## config.mk

```make
export PLATFORM = sky130hd
export DESIGN_NAME = rounded_box_border_overlay_top
export DESIGN_NICKNAME = d
export VERILOG_FILES = /design/src/design/rbbo_pkg.sv /design/src/design/rbbo_lane.sv /design/src/design/rbbo_merge.sv /design/src/design/rounded_box_border_overlay_top.sv
export SDC_FILE = /design/constraint.sdc
export NUM_CORES = 2
export LEC_CHECK = 0
export CORE_MARGIN = 2
export CORE_UTILIZATION = 45
export CTS_CLUSTER_SIZE = 16
export DETAILED_ROUTE_END_ITERATION = 10
export DONT_BUFFER_PORTS = 1
export SYNTH_ARGS = -nofsm -noshare
export SYNTH_HDL_FRONTEND = slang
export SYNTH_SLANG_ARGS = --single-unit
```

## constraint.sdc

```tcl
create_clock -name aclk -period 30.2 [get_ports aclk]
set_input_delay 6.04 -clock aclk [delete_from_list [all_inputs] [get_ports aclk]]
set_output_delay 6.04 -clock aclk [all_outputs]
set_load 0.005 [all_outputs]
```

## src/design/rbbo_pkg.sv

```systemverilog
// ----------------------------------------------------------------------------
// rbbo_pkg
// types and constants of the rounded box border overlay
// ----------------------------------------------------------------------------
`timescale 1ns / 1ps

package rbbo_pkg;

    localparam int LANES   = 4;
    localparam int GEO_W   = 16;   // signed box-relative coordinates
    localparam int DIST_W  = 10;   // corner distance 1..radius
    localparam int SQ_W    = 20;
    localparam int CFG_DW  = 24;
    localparam int CFG_AW  = 3;

    // register indexes
    localparam logic [CFG_AW-1:0] REG_BORDER_ENABLE    = 3'd0;
    localparam logic [CFG_AW-1:0] REG_BOX_X            = 3'd1;
    localparam logic [CFG_AW-1:0] REG_BOX_Y            = 3'd2;
    localparam logic [CFG_AW-1:0] REG_BOX_W            = 3'd3;
    localparam logic [CFG_AW-1:0] REG_BOX_H            = 3'd4;
    localparam logic [CFG_AW-1:0] REG_CORNER_RADIUS    = 3'd5;
    localparam logic [CFG_AW-1:0] REG_BORDER_THICKNESS = 3'd6;
    localparam logic [CFG_AW-1:0] REG_BORDER_COLOR     = 3'd7;

    localparam logic [7:0] BLACK_LUMA   = 8'd16;
    localparam logic [7:0] BLACK_CHROMA = 8'd128;

    typedef logic [1:0] pix_class_t;
    localparam pix_class_t CLS_NONE   = 2'd0;
    localparam pix_class_t CLS_MASK   = 2'd1;
    localparam pix_class_t CLS_BORDER = 2'd2;

    typedef struct packed {
        logic [10:0] quad_col;
        logic [10:0] quad_row;
        logic [7:0]  luma_top_left;
        logic [7:0]  luma_top_right;
        logic [7:0]  luma_bottom_left;
        logic [7:0]  luma_bottom_right;
        logic [7:0]  chroma_u;
        logic [7:0]  chroma_v;
    } quad_in_t;

    typedef struct packed {
        logic [7:0] new_luma_top_left;
        logic [7:0] new_luma_top_right;
        logic [7:0] new_luma_bottom_left;
        logic [7:0] new_luma_bottom_right;
        logic [7:0] new_chroma_u;
        logic [7:0] new_chroma_v;
    } quad_out_t;

    typedef struct packed {
        logic        border_enable;
        logic [11:0] box_x;
        logic [11:0] box_y;
        logic [12:0] box_w;
        logic [12:0] box_h;
        logic [9:0]  corner_radius;
        logic [9:0]  border_thickness;
        logic [23:0] border_color;
    } cfg_t;

    // corner limits shared by all lanes, one stage behind the geometry
    typedef struct packed {
        logic [SQ_W-1:0] rr;
        logic [SQ_W-1:0] inner;
        logic            thick_nz;
    } limits_t;

endpackage

```

## src/design/rbbo_lane.sv

```systemverilog
// ----------------------------------------------------------------------------
// rbbo_lane
// classifies one luma pixel against the rounded box: geometry, squares, compare
// ----------------------------------------------------------------------------
`timescale 1ns / 1ps

module rbbo_lane #(
    parameter int CANVAS_WIDTH  = 4096,
    parameter int CANVAS_HEIGHT = 4096
) (
    input  logic                aclk,
    input  logic                st1_en,
    input  logic                st2_en,
    input  logic [11:0]         px,
    input  logic [11:0]         py,
    input  rbbo_pkg::cfg_t      cfg,
    input  rbbo_pkg::limits_t   lim,
    output rbbo_pkg::pix_class_t pix_class
);

    localparam int GW = rbbo_pkg::GEO_W;
    localparam int DW = rbbo_pkg::DIST_W;
    localparam int SW = rbbo_pkg::SQ_W;

    // box geometry
    logic [12:0]          ox, oy;
    logic [13:0]          w, h;
    logic signed [GW-1:0] lx, ly, r_s, t_s, w_s, h_s, wr, hr, wt, ht;
    logic signed [GW-1:0] dx0_full, dx1_full, dy0_full, dy1_full;
    logic                 band_x, band_y;

    assign ox  = 13'({1'b0, cfg.box_x} + 13'd1) & 13'h1FFE;
    assign oy  = 13'({1'b0, cfg.box_y} + 13'd1) & 13'h1FFE;
    assign w   = 14'({1'b0, cfg.box_w} + 14'd1) & 14'h3FFE;
    assign h   = 14'({1'b0, cfg.box_h} + 14'd1) & 14'h3FFE;

    assign r_s = $signed({{(GW-10){1'b0}}, cfg.corner_radius});
    assign t_s = $signed({{(GW-10){1'b0}}, cfg.border_thickness});
    assign w_s = $signed({{(GW-14){1'b0}}, w});
    assign h_s = $signed({{(GW-14){1'b0}}, h});
    assign lx  = $signed({{(GW-12){1'b0}}, px}) - $signed({{(GW-13){1'b0}}, ox});
    assign ly  = $signed({{(GW-12){1'b0}}, py}) - $signed({{(GW-13){1'b0}}, oy});
    assign wr  = w_s - r_s;
    assign hr  = h_s - r_s;
    assign wt  = w_s - t_s;
    assign ht  = h_s - t_s;

    assign dx0_full = r_s - lx;
    assign dx1_full = lx - wr + 16'sd1;
    assign dy0_full = r_s - ly;
    assign dy1_full = ly - hr + 16'sd1;

    // straight edge bands between the corner squares
    assign band_x = (lx >= r_s) && (lx < wr) &&
                    (((ly >= 16'sd0) && (ly < t_s)) || ((ly >= ht) && (ly < h_s)));
    assign band_y = (ly >= r_s) && (ly < hr) &&
                    (((lx >= 16'sd0) && (lx < t_s)) || ((lx >= wt) && (lx < w_s)));

    // stage 1: geometry
    logic [1:0]    hx_reg, hx_next, hy_reg, hy_next;
    logic [DW-1:0] dx_reg [2];
    logic [DW-1:0] dy_reg [2];
    logic [DW-1:0] dx_next [2];
    logic [DW-1:0] dy_next [2];
    logic          edge_band_reg, edge_band_next;
    logic          on_canvas_reg, on_canvas_next;

    always_comb begin
        hx_next[0]     = (lx >= 16'sd0) && (lx < r_s);
        hx_next[1]     = (lx >= wr) && (lx < w_s);
        hy_next[0]     = (ly >= 16'sd0) && (ly < r_s);
        hy_next[1]     = (ly >= hr) && (ly < h_s);
        dx_next[0]     = dx0_full[DW-1:0];
        dx_next[1]     = dx1_full[DW-1:0];
        dy_next[0]     = dy0_full[DW-1:0];
        dy_next[1]     = dy1_full[DW-1:0];
        edge_band_next = (cfg.border_thickness != 10'd0) && (band_x || band_y);
        on_canvas_next = ({2'b00, px} < 14'(CANVAS_WIDTH)) &&
                         ({2'b00, py} < 14'(CANVAS_HEIGHT));
    end

    always_ff @(posedge aclk) begin
        if (st1_en) begin
            hx_reg        <= hx_next;
            hy_reg        <= hy_next;
            dx_reg        <= dx_next;
            dy_reg        <= dy_next;
            edge_band_reg <= edge_band_next;
            on_canvas_reg <= on_canvas_next;
        end
    end

    // stage 2: squared distances
    logic [SW-1:0] sqx_reg [2];
    logic [SW-1:0] sqy_reg [2];
    logic [SW-1:0] sqx_next [2];
    logic [SW-1:0] sqy_next [2];
    logic [1:0]    hx2_reg, hy2_reg;
    logic          edge2_reg, canvas2_reg;

    always_comb begin
        for (int k = 0; k < 2; k++) begin
            sqx_next[k] = SW'(dx_reg[k]) * SW'(dx_reg[k]);
            sqy_next[k] = SW'(dy_reg[k]) * SW'(dy_reg[k]);
        end
    end

    always_ff @(posedge aclk) begin
        if (st2_en) begin
            sqx_reg     <= sqx_next;
            sqy_reg     <= sqy_next;
            hx2_reg     <= hx_reg;
            hy2_reg     <= hy_reg;
            edge2_reg   <= edge_band_reg;
            canvas2_reg <= on_canvas_reg;
        end
    end

    // corner compare over the four corner squares
    logic mask_hit, arc_hit;

    always_comb begin
        logic [SW:0] d2;
        logic        hit;
        mask_hit = 1'b0;
        arc_hit  = 1'b0;
        for (int a = 0; a < 2; a++) begin
            for (int b = 0; b < 2; b++) begin
                d2  = {1'b0, sqx_reg[a]} + {1'b0, sqy_reg[b]};
                hit = hx2_reg[a] && hy2_reg[b];
                if (hit && (d2 > {1'b0, lim.rr})) begin
                    mask_hit = 1'b1;
                end else if (hit && lim.thick_nz && (d2 > {1'b0, lim.inner})) begin
                    arc_hit = 1'b1;
                end
            end
        end
        if (!canvas2_reg) begin
            pix_class = rbbo_pkg::CLS_NONE;
        end else if (arc_hit || edge2_reg) begin
            pix_class = rbbo_pkg::CLS_BORDER;
        end else if (mask_hit) begin
            pix_class = rbbo_pkg::CLS_MASK;
        end else begin
            pix_class = rbbo_pkg::CLS_NONE;
        end
    end

endmodule

```

## src/design/rbbo_merge.sv

```systemverilog
// ----------------------------------------------------------------------------
// rbbo_merge
// combines the four lane classes into new luma and shared chroma
// ----------------------------------------------------------------------------
`timescale 1ns / 1ps

module rbbo_merge (
    input  logic                                         active,
    input  logic [23:0]                                  border_color,
    input  rbbo_pkg::pix_class_t [rbbo_pkg::LANES-1:0]   cls,
    input  rbbo_pkg::quad_in_t                           quad,
    output rbbo_pkg::quad_out_t                          result
);

    logic [7:0] luma_in  [rbbo_pkg::LANES];
    logic [7:0] luma_out [rbbo_pkg::LANES];
    logic       any_border, any_mask;

    assign luma_in[0] = quad.luma_top_left;
    assign luma_in[1] = quad.luma_top_right;
    assign luma_in[2] = quad.luma_bottom_left;
    assign luma_in[3] = quad.luma_bottom_right;

    always_comb begin
        any_border = 1'b0;
        any_mask   = 1'b0;
        for (int i = 0; i < rbbo_pkg::LANES; i++) begin
            luma_out[i] = luma_in[i];
            if (active) begin
                case (cls[i])
                    rbbo_pkg::CLS_BORDER: begin
                        luma_out[i] = border_color[23:16];
                        any_border  = 1'b1;
                    end
                    rbbo_pkg::CLS_MASK: begin
                        luma_out[i] = rbbo_pkg::BLACK_LUMA;
                        any_mask    = 1'b1;
                    end
                    default: begin
                        luma_out[i] = luma_in[i];
                    end
                endcase
            end
        end

        result.new_luma_top_left     = luma_out[0];
        result.new_luma_top_right    = luma_out[1];
        result.new_luma_bottom_left  = luma_out[2];
        result.new_luma_bottom_right = luma_out[3];
        if (any_border) begin
            result.new_chroma_u = border_color[15:8];
            result.new_chroma_v = border_color[7:0];
        end else if (any_mask) begin
            result.new_chroma_u = rbbo_pkg::BLACK_CHROMA;
            result.new_chroma_v = rbbo_pkg::BLACK_CHROMA;
        end else begin
            result.new_chroma_u = quad.chroma_u;
            result.new_chroma_v = quad.chroma_v;
        end
    end

endmodule

```

## src/design/rounded_box_border_overlay_top.sv

```systemverilog
// ----------------------------------------------------------------------------
// rounded_box_border_overlay_top
// rounded box corner mask and border overlay for one nv12 2x2 quad per transfer
// ----------------------------------------------------------------------------
// an input transfer passes the geometry and squaring registers, then the merge
// into the output register, before m_valid offers its result
// throughput: one quad per cycle unless the output stalls, four pixel lanes
// side by side; the three-stage pipeline holds one quad per stage, and a
// stalled output lets empty stages upstream keep filling
// reset: synchronous active-low aresetn empties the pipeline and loads
// register defaults (box size 2, everything else 0)
`timescale 1ns / 1ps

module rounded_box_border_overlay_top #(
    parameter int CANVAS_WIDTH  = 4096,
    parameter int CANVAS_HEIGHT = 4096
) (
    input  logic                            aclk,
    input  logic                            aresetn,

    input  logic                            cfg_we,
    input  logic [rbbo_pkg::CFG_AW-1:0]     cfg_addr,
    input  logic [rbbo_pkg::CFG_DW-1:0]     cfg_wdata,

    input  logic                            s_valid,
    output logic                            s_ready,
    input  rbbo_pkg::quad_in_t              s_data,

    output logic                            m_valid,
    input  logic                            m_ready,
    output rbbo_pkg::quad_out_t             m_data
);

    // configuration registers
    rbbo_pkg::cfg_t cfg_reg, cfg_next;

    always_comb begin
        cfg_next = cfg_reg;
        if (cfg_we) begin
            unique case (cfg_addr)
                rbbo_pkg::REG_BORDER_ENABLE:    cfg_next.border_enable    = cfg_wdata[0];
                rbbo_pkg::REG_BOX_X:            cfg_next.box_x            = cfg_wdata[11:0];
                rbbo_pkg::REG_BOX_Y:            cfg_next.box_y            = cfg_wdata[11:0];
                rbbo_pkg::REG_BOX_W:            cfg_next.box_w            = cfg_wdata[12:0];
                rbbo_pkg::REG_BOX_H:            cfg_next.box_h            = cfg_wdata[12:0];
                rbbo_pkg::REG_CORNER_RADIUS:    cfg_next.corner_radius    = cfg_wdata[9:0];
                rbbo_pkg::REG_BORDER_THICKNESS: cfg_next.border_thickness = cfg_wdata[9:0];
                rbbo_pkg::REG_BORDER_COLOR:     cfg_next.border_color     = cfg_wdata[23:0];
                default: begin
                    cfg_next = cfg_reg;
                end
            endcase
        end
    end

    always_ff @(posedge aclk) begin
        if (!aresetn) begin
            // enable, x, y, w, h, radius, thickness, color
            cfg_reg <= {1'b0, 12'd0, 12'd0, 13'd2, 13'd2, 10'd0, 10'd0, 24'd0};
        end else begin
            cfg_reg <= cfg_next;
        end
    end

    // pipeline control
    logic v1_reg, v1_next, v2_reg, v2_next, m_valid_reg, m_valid_next;
    logic ready2, ready3, st1_en, st2_en, st3_en;

    assign ready3  = !m_valid_reg || m_ready;
    assign ready2  = !v2_reg || ready3;
    assign s_ready = !v1_reg || ready2;
    assign st1_en  = s_valid && s_ready;
    assign st2_en  = v1_reg && ready2;
    assign st3_en  = v2_reg && ready3;

    always_comb begin
        v1_next      = st1_en ? 1'b1 : (st2_en ? 1'b0 : v1_reg);
        v2_next      = st2_en ? 1'b1 : (st3_en ? 1'b0 : v2_reg);
        m_valid_next = st3_en ? 1'b1 : (m_ready ? 1'b0 : m_valid_reg);
    end

    always_ff @(posedge aclk) begin
        if (!aresetn) begin
            v1_reg      <= 1'b0;
            v2_reg      <= 1'b0;
            m_valid_reg <= 1'b0;
        end else begin
            v1_reg      <= v1_next;
            v2_reg      <= v2_next;
            m_valid_reg <= m_valid_next;
        end
    end

    // payload carried alongside the lanes
    rbbo_pkg::quad_in_t quad1_reg, quad2_reg;

    always_ff @(posedge aclk) begin
        if (st1_en) begin
            quad1_reg <= s_data;
        end
        if (st2_en) begin
            quad2_reg <= quad1_reg;
        end
    end

    // corner limits, squared in stage 2 next to the lane squares
    rbbo_pkg::limits_t lim_reg, lim_next;
    logic signed [10:0] r_minus_t;
    logic [9:0]         r_minus_t_abs;

    assign r_minus_t     = $signed({1'b0, cfg_reg.corner_radius}) -
                           $signed({1'b0, cfg_reg.border_thickness});
    assign r_minus_t_abs = r_minus_t[10] ? 10'(-r_minus_t) : r_minus_t[9:0];

    always_comb begin
        lim_next.rr       = rbbo_pkg::SQ_W'(cfg_reg.corner_radius) *
                            rbbo_pkg::SQ_W'(cfg_reg.corner_radius);
        lim_next.inner    = rbbo_pkg::SQ_W'(r_minus_t_abs) *
                            rbbo_pkg::SQ_W'(r_minus_t_abs);
        lim_next.thick_nz = cfg_reg.border_thickness != 10'd0;
    end

    always_ff @(posedge aclk) begin
        if (st2_en) begin
            lim_reg <= lim_next;
        end
    end

    // pixel lanes: lane bit 0 picks the odd column, bit 1 the odd row
    rbbo_pkg::pix_class_t [rbbo_pkg::LANES-1:0] lane_class;

    for (genvar i = 0; i < rbbo_pkg::LANES; i++) begin : g_lane
        rbbo_lane #(
            .CANVAS_WIDTH  (CANVAS_WIDTH),
            .CANVAS_HEIGHT (CANVAS_HEIGHT)
        ) u_lane (
            .aclk      (aclk),
            .st1_en    (st1_en),
            .st2_en    (st2_en),
            .px        ({s_data.quad_col, 1'(i % 2)}),
            .py        ({s_data.quad_row, 1'(i / 2)}),
            .cfg       (cfg_reg),
            .lim       (lim_reg),
            .pix_class (lane_class[i])
        );
    end

    // merge and output register
    rbbo_pkg::quad_out_t merged, m_data_reg, m_data_next;
    logic                active;

    assign active = cfg_reg.border_enable && (cfg_reg.corner_radius != 10'd0);

    rbbo_merge u_merge (
        .active       (active),
        .border_color (cfg_reg.border_color),
        .cls          (lane_class),
        .quad         (quad2_reg),
        .result       (merged)
    );

    assign m_data_next = st3_en ? merged : m_data_reg;

    always_ff @(posedge aclk) begin
        m_data_reg <= m_data_next;
    end

    assign m_valid = m_valid_reg;
    assign m_data  = m_data_reg;

endmodule

```

# Word level (Yosys, flattened, before mapping)
# Cells that the tools add are included.
classes:
  n_mux: 89
  magnitude_cmp: 64
  reduce_logical: 132
  n_mul: 10
  n_eq_ne: 15
  add_sub_neg: 42
op_table:
  columns: ["cell", "n"]
  rows:
  - ["$gt 21x20->1", 32]
  - ["$add 20x20->21", 16]
  - ["$mul 10x10->20", 10]
  - ["$ge 14x15->1", 8]
  - ["$lt 14x15->1", 8]
  - ["$lt 14x11->1", 8]
  - ["$logic_and 1x1->1", 100]
  - ["$sub 10x10->10", 8]
  - ["$mux 1", 74]
  - ["$pmux 8 s2", 4]
  - ["$sub 14x10->15", 4]
  - ["$ge 14x1->1 const B", 4]
  - ["$ge 14x11->1", 4]
  - ["$sub 12x13->14", 4]
  - ["$add 10x2->10 const B", 4]
  - ["$mux 16", 2]
  - ["$mux 8", 4]
  - ["$add 13x1->14 const B", 2]
  - ["$add 12x1->13 const B", 2]
  - ["$reduce_bool 10->1", 2]
  - ["$reduce_and 2->1", 8]
  - ["$logic_or 1x1->1", 15]
  - ["$eq 3x3->1 const B", 4]
  - ["$sub 10x10->11", 1]
  - ["other kinds (10)", 24]
totals:
  input_bits: 102
  word_cells: 416
  out_inout_bits: 50
  reg_bits: 547

# Longest topological paths before layout
depth:
  ltp_word: 24
  mapped_depth: 34
  depth_no_buf: 31

# Cells and area by module
# Synthesis repeated with hierarchy kept, for this count alone.
hier_totals:
  hier_cells: 14147
  hier_area_um2: 130295.0
by_module_without_submodules:
  columns: ["module", "cells_per_inst", "area_per_inst_um2", "n_inst", "seq_area_each_um2"]
  rows:
  - ["rbbo_lane at g_lane[3].u_lane", 3204, 28494.8, 1, 3783.6]
  - ["rbbo_lane at g_lane[0].u_lane", 3173, 28260.9, 1, 3783.6]
  - ["rbbo_lane at g_lane[2].u_lane", 3148, 28185.8, 1, 3783.6]
  - ["rbbo_lane at g_lane[1].u_lane", 3073, 27874.2, 1, 3783.6]
  - ["rounded_box_border_overlay_top", 1398, 16666.0, 1, 8778.4]
  - ["rbbo_merge", 151, 813.3, 1, 0.0]

# Worst setup path after synthesis
# No wires, ideal clock.
synth_timing:
  kind: "input port to flip-flop"
  startpoint: "input port m_ready"
  endpoint: "register g_lane[0].u_lane.edge2_reg (enable)"
  setup_slack_ns: 5.212
  required_ns: 28.974
  path_stages: 2
  setup_ns: 1.226
  arrival_time_ns: 23.762
  path_buffers: 0
  path_cell_list: "nor2b_1 -> a21boi_0"
synth_via:
  elab_chain_cells: 3
synth_rtl:
  columns: ["item", "line", "text"]
  rows:
  - ["start, declared", "rounded_box_border_overlay_top.sv:30", "input logic m_ready,"]
  - ["$logic_or 1x1->1", "rounded_box_border_overlay_top.sv:69", "assign ready3 = !m_valid_reg || m_ready;"]
  - ["$logic_or 1x1->1", "rounded_box_border_overlay_top.sv:70", "assign ready2 = !v2_reg || ready3;"]
  - ["$logic_and 1x1->1", "rounded_box_border_overlay_top.sv:73", "assign st2_en = v1_reg && ready2;"]
  - ["via g_lane[0].u_lane.st2_en", "rbbo_lane.sv:13", "input logic st2_en,"]
  - ["end signal, assigned", "rbbo_lane.sv:114", "edge2_reg <= edge_band_reg;"]
  - ["end, declared", "rbbo_lane.sv:99", "logic edge2_reg, canvas2_reg;"]
# The timed path passes the listed nets, and every way through them passes these cells.
# A chain may end at the register's enable or synchronous reset.

# Worst setup path in the final report
layout_timing:
  startpoint: "input port m_ready"
  endpoint: "output port s_ready"
layout_via:
  elab_chain_cells: 3
layout_rtl:
  columns: ["item", "line", "text"]
  rows:
  - ["$logic_or 1x1->1", "rounded_box_border_overlay_top.sv:69", null]
  - ["$logic_or 1x1->1", "rounded_box_border_overlay_top.sv:70", null]
  - ["$logic_or 1x1->1", "rounded_box_border_overlay_top.sv:71", "assign s_ready = !v1_reg || ready2;"]
  - ["end, declared", "rounded_box_border_overlay_top.sv:26", "output logic s_ready,"]
# No other way between the ends.

==> run metrics <==
status=complete, but fails checks; failing checks=capacitance limit, slew limit; WP data arrival=6.83 ns; delay-heaviest family, CP=simple AND/OR/NAND/NOR gates; post-CTS resize count=0; Die W=413 µm; Port Buffers=0; fraction of layout cells with a size suffix above 1=3.16%; Crit path depth=2; synthesized area per cell=9.28 µm²; placed cells=10200; final setup fails=0; worst-skew pair later-pin latency=0.72 ns; most used flip-flop cell after synthesis=edfxtp_1; Hold Crit Class=reg -> reg; clk buf depth=3; initial DRC count=4443; total number of vias=60400; Final nets=10300; FF+latch area=14800 µm²; CTS Buf Count=60; post-synthesis sequential area ratio=19.6%; Placed Area=78100 µm²; TritonRoute pass-1 iters=6; R2R Path Start=cfg_reg[34]; global-route wire length before repair=369000 µm; endpoints failing hold=0; clk_skew=0.0697 ns; Top Ports=152; Seq cells post-synth=525; Initial Util=45.2%; Cells after Synth=8122; Critical Path Sink=s_ready; Clock transition at path regs=0.06 ns; CTS root buffer=clkbuf_16; Congestion Overflow GR=0; Synth-to-Final Area Change=6.39%; WP data required=24.16 ns; Max Slew Vio Count=4; RSZ-0062 raised after global routing=false; H-tree depth=2; Synth area leaders=ha_1 26%, edfxtp_1 17%, fa_1 13%; count of cell types in the netlist=89; DP HPWL=195000 µm; worst hold slack=0.417 ns; Syn Nets=10300; GRT Overall Usage=28.7%; post-synth top area share=26.2%; Synth area leader=ha_1; max-cap violations=2; r2r setup slk=21.40 ns; total die area=171000 µm²; Multi-input gate area=57000 µm²; Avg Vias per Cell=5.83; final worst-path cycle share=42.6%; Crit. End Element=primary output; post-route setup TNS=0 ns; Crit. Startpoint=m_ready; number of synthesis warnings=0; Filler Cell Count=15800; wire per inst=23.7 µm; n_diodes=0; crit-path max cell delay=0.56 ns; synthesized cell area=75300 µm²; largest net degree at the start of global routing=142; DRT Wirelength=246000 µm; Die H=413 µm; crit path max fanout=6; Rows=150; clk sinks=525; CP startpoint kind=input pin; RD Place Congestion=0.993; slowest CP cell=nor2b_1; CP cell instances=nor2b_1 > nand3_1; Final Cell Area=80200 µm²; post-CTS setup buffer count=0; ANT nets after route=0; Slew @ Worst Pin=1.65 ns; Worst slew margin=-11.1%; TritonCTS clock tree=yes; Final Non-Filler Cells=10400; cts hold-fix bufs=0; FMAX=77.7 MHz; initial antenna violation count=13; number of synthesized flops with an enable pin=427; kind of critical path=in -> out; Largest register FFs=95; Worst R2R Path Depth=30; core box area=167000 µm²; Async SR Flop Fraction=0%; post-layout minimum cycle time=12.87 ns; number of global-route vias before repair=60600; Buf+Inv Stages, Crit Path=0; reg-to-reg endpoint=lim_reg[20]; # DRC=0
## cell families (layout without fill, tap and decap cells)
| logic type | after synthesis | in the layout | synth area share (%) |
|---|---|---|---|
| multiplexers | 15 | 15 | 0.216 |
| flip-flops | 525 | 525 | 19.6 |
| AND/OR/NAND/NOR | 2306 | 2306 | 15.0 |
| buffers and inverters | 962 | 996 | 4.81 |
| XOR/XNOR | 582 | 582 | 6.77 |
| AO/OA/AOI/OAI | 1671 | 1671 | 14.6 |
| adder cells (fa/ha/maj) | 2061 | 2061 | 39.0 |
## worst min-delay path by stage
stage,depth (start not counted),start,slack (ns),end
global placement,0,quad1_reg[24],0.40,quad2_reg[24]
CTS,0,quad1_reg[24],0.42,quad2_reg[24]
finish,0,quad1_reg[24],0.42,quad2_reg[24]
detailed placement,0,quad1_reg[25],0.41,quad2_reg[25]
global route,0,quad1_reg[20],0.42,quad2_reg[20]
floorplan,0,g_lane[0].u_lane.edge_band_reg,0.40,g_lane[0].u_lane.edge2_reg
## cell usage after synthesis, types with 8 or more instances
cell and count:
ha_1 1577, inv_1 806, nand2_1 582, nor2_1 552, fa_1 484, a21oi_1 469
edfxtp_1 427, xnor2_1 421, o21ai_0 276, and2_1 254, a21o_1 199, nor2b_1 172
nand3_1 171, xor2_1 161, nor3_1 152, clkbuf_1 147, a21boi_0 137, nand4_1 133
o21a_1 112, dfxtp_1 98, nand2b_1 84, a211oi_1 79, and3_1 59, a22o_1 43
nor4_1 41, a31oi_1 38, o211ai_1 34, or3_1 32, o21bai_1 29, a2111oi_0 28
or2_2 28, o21ai_1 26, o2111ai_1 22, o31ai_1 22, o31a_1 19, and4_1 17
a31o_2 13, a221oi_1 11, o211a_1 11, o22ai_1 11, mux2_2 10, or4_1 10
a211o_1 9, a22oi_1 8, o41ai_1 8
## per-stage QoR
| step | setup slack, ns | utilization (%) |
|---|---|---|
| after floorplan | 5.21 | - |
| after global placement | 17.37 | 46.9 |
| after detailed placement | 17.33 | 46.9 |
| after CTS | 17.34 | 48.1 |
| after global routing | 17.29 | 48.1 |
| final | 17.33 | 48.1 |
## layout make-up
type | count | share of cell area, %
clock buffer | 70 | 1.99
clock inverter | 43 | 0.557
inverter | 810 | 3.79
multi-input combinational | 6635 | 71.1
sequential | 525 | 18.4
tap | 2204 | 3.44
timing repair buffer | 73 | 0.699
## per-layer routing
metal | GRT usage (%) | share of wire, % | vias to the layer above
met3 | 4.86 | 7.0 | 579
met4 | 13.6 | 5.7 | 8
met5 | 0 | 0.020 | -
met2 | 47.2 | 45 | 1924
met1 | 36.6 | 42 | 29200
li1 | - | - | 28700
## cell usage in the layout, fill, tap and decap left out, drive strengths merged, types with 34 or more instances in the layout
cell,instances
a211oi,80
nor2,552
and3,59
a22o,43
a21boi,138
nand3,172
buf,73
xor2,161
nand2,582
o21a,112
edfxtp,427
nand4,133
o211ai,34
o21ai,302
fa,484
a31oi,38
nor3,152
xnor2,421
inv,807
nor4,42
nand2b,84
and2,254
a21oi,470
nor2b,172
dfxtp,98
clkinv,37
a21o,199
clkbuf,70
ha,1577
Power is not shown: default switching activity piles up to over one toggle a cycle in this logic, so the estimate is an artifact.
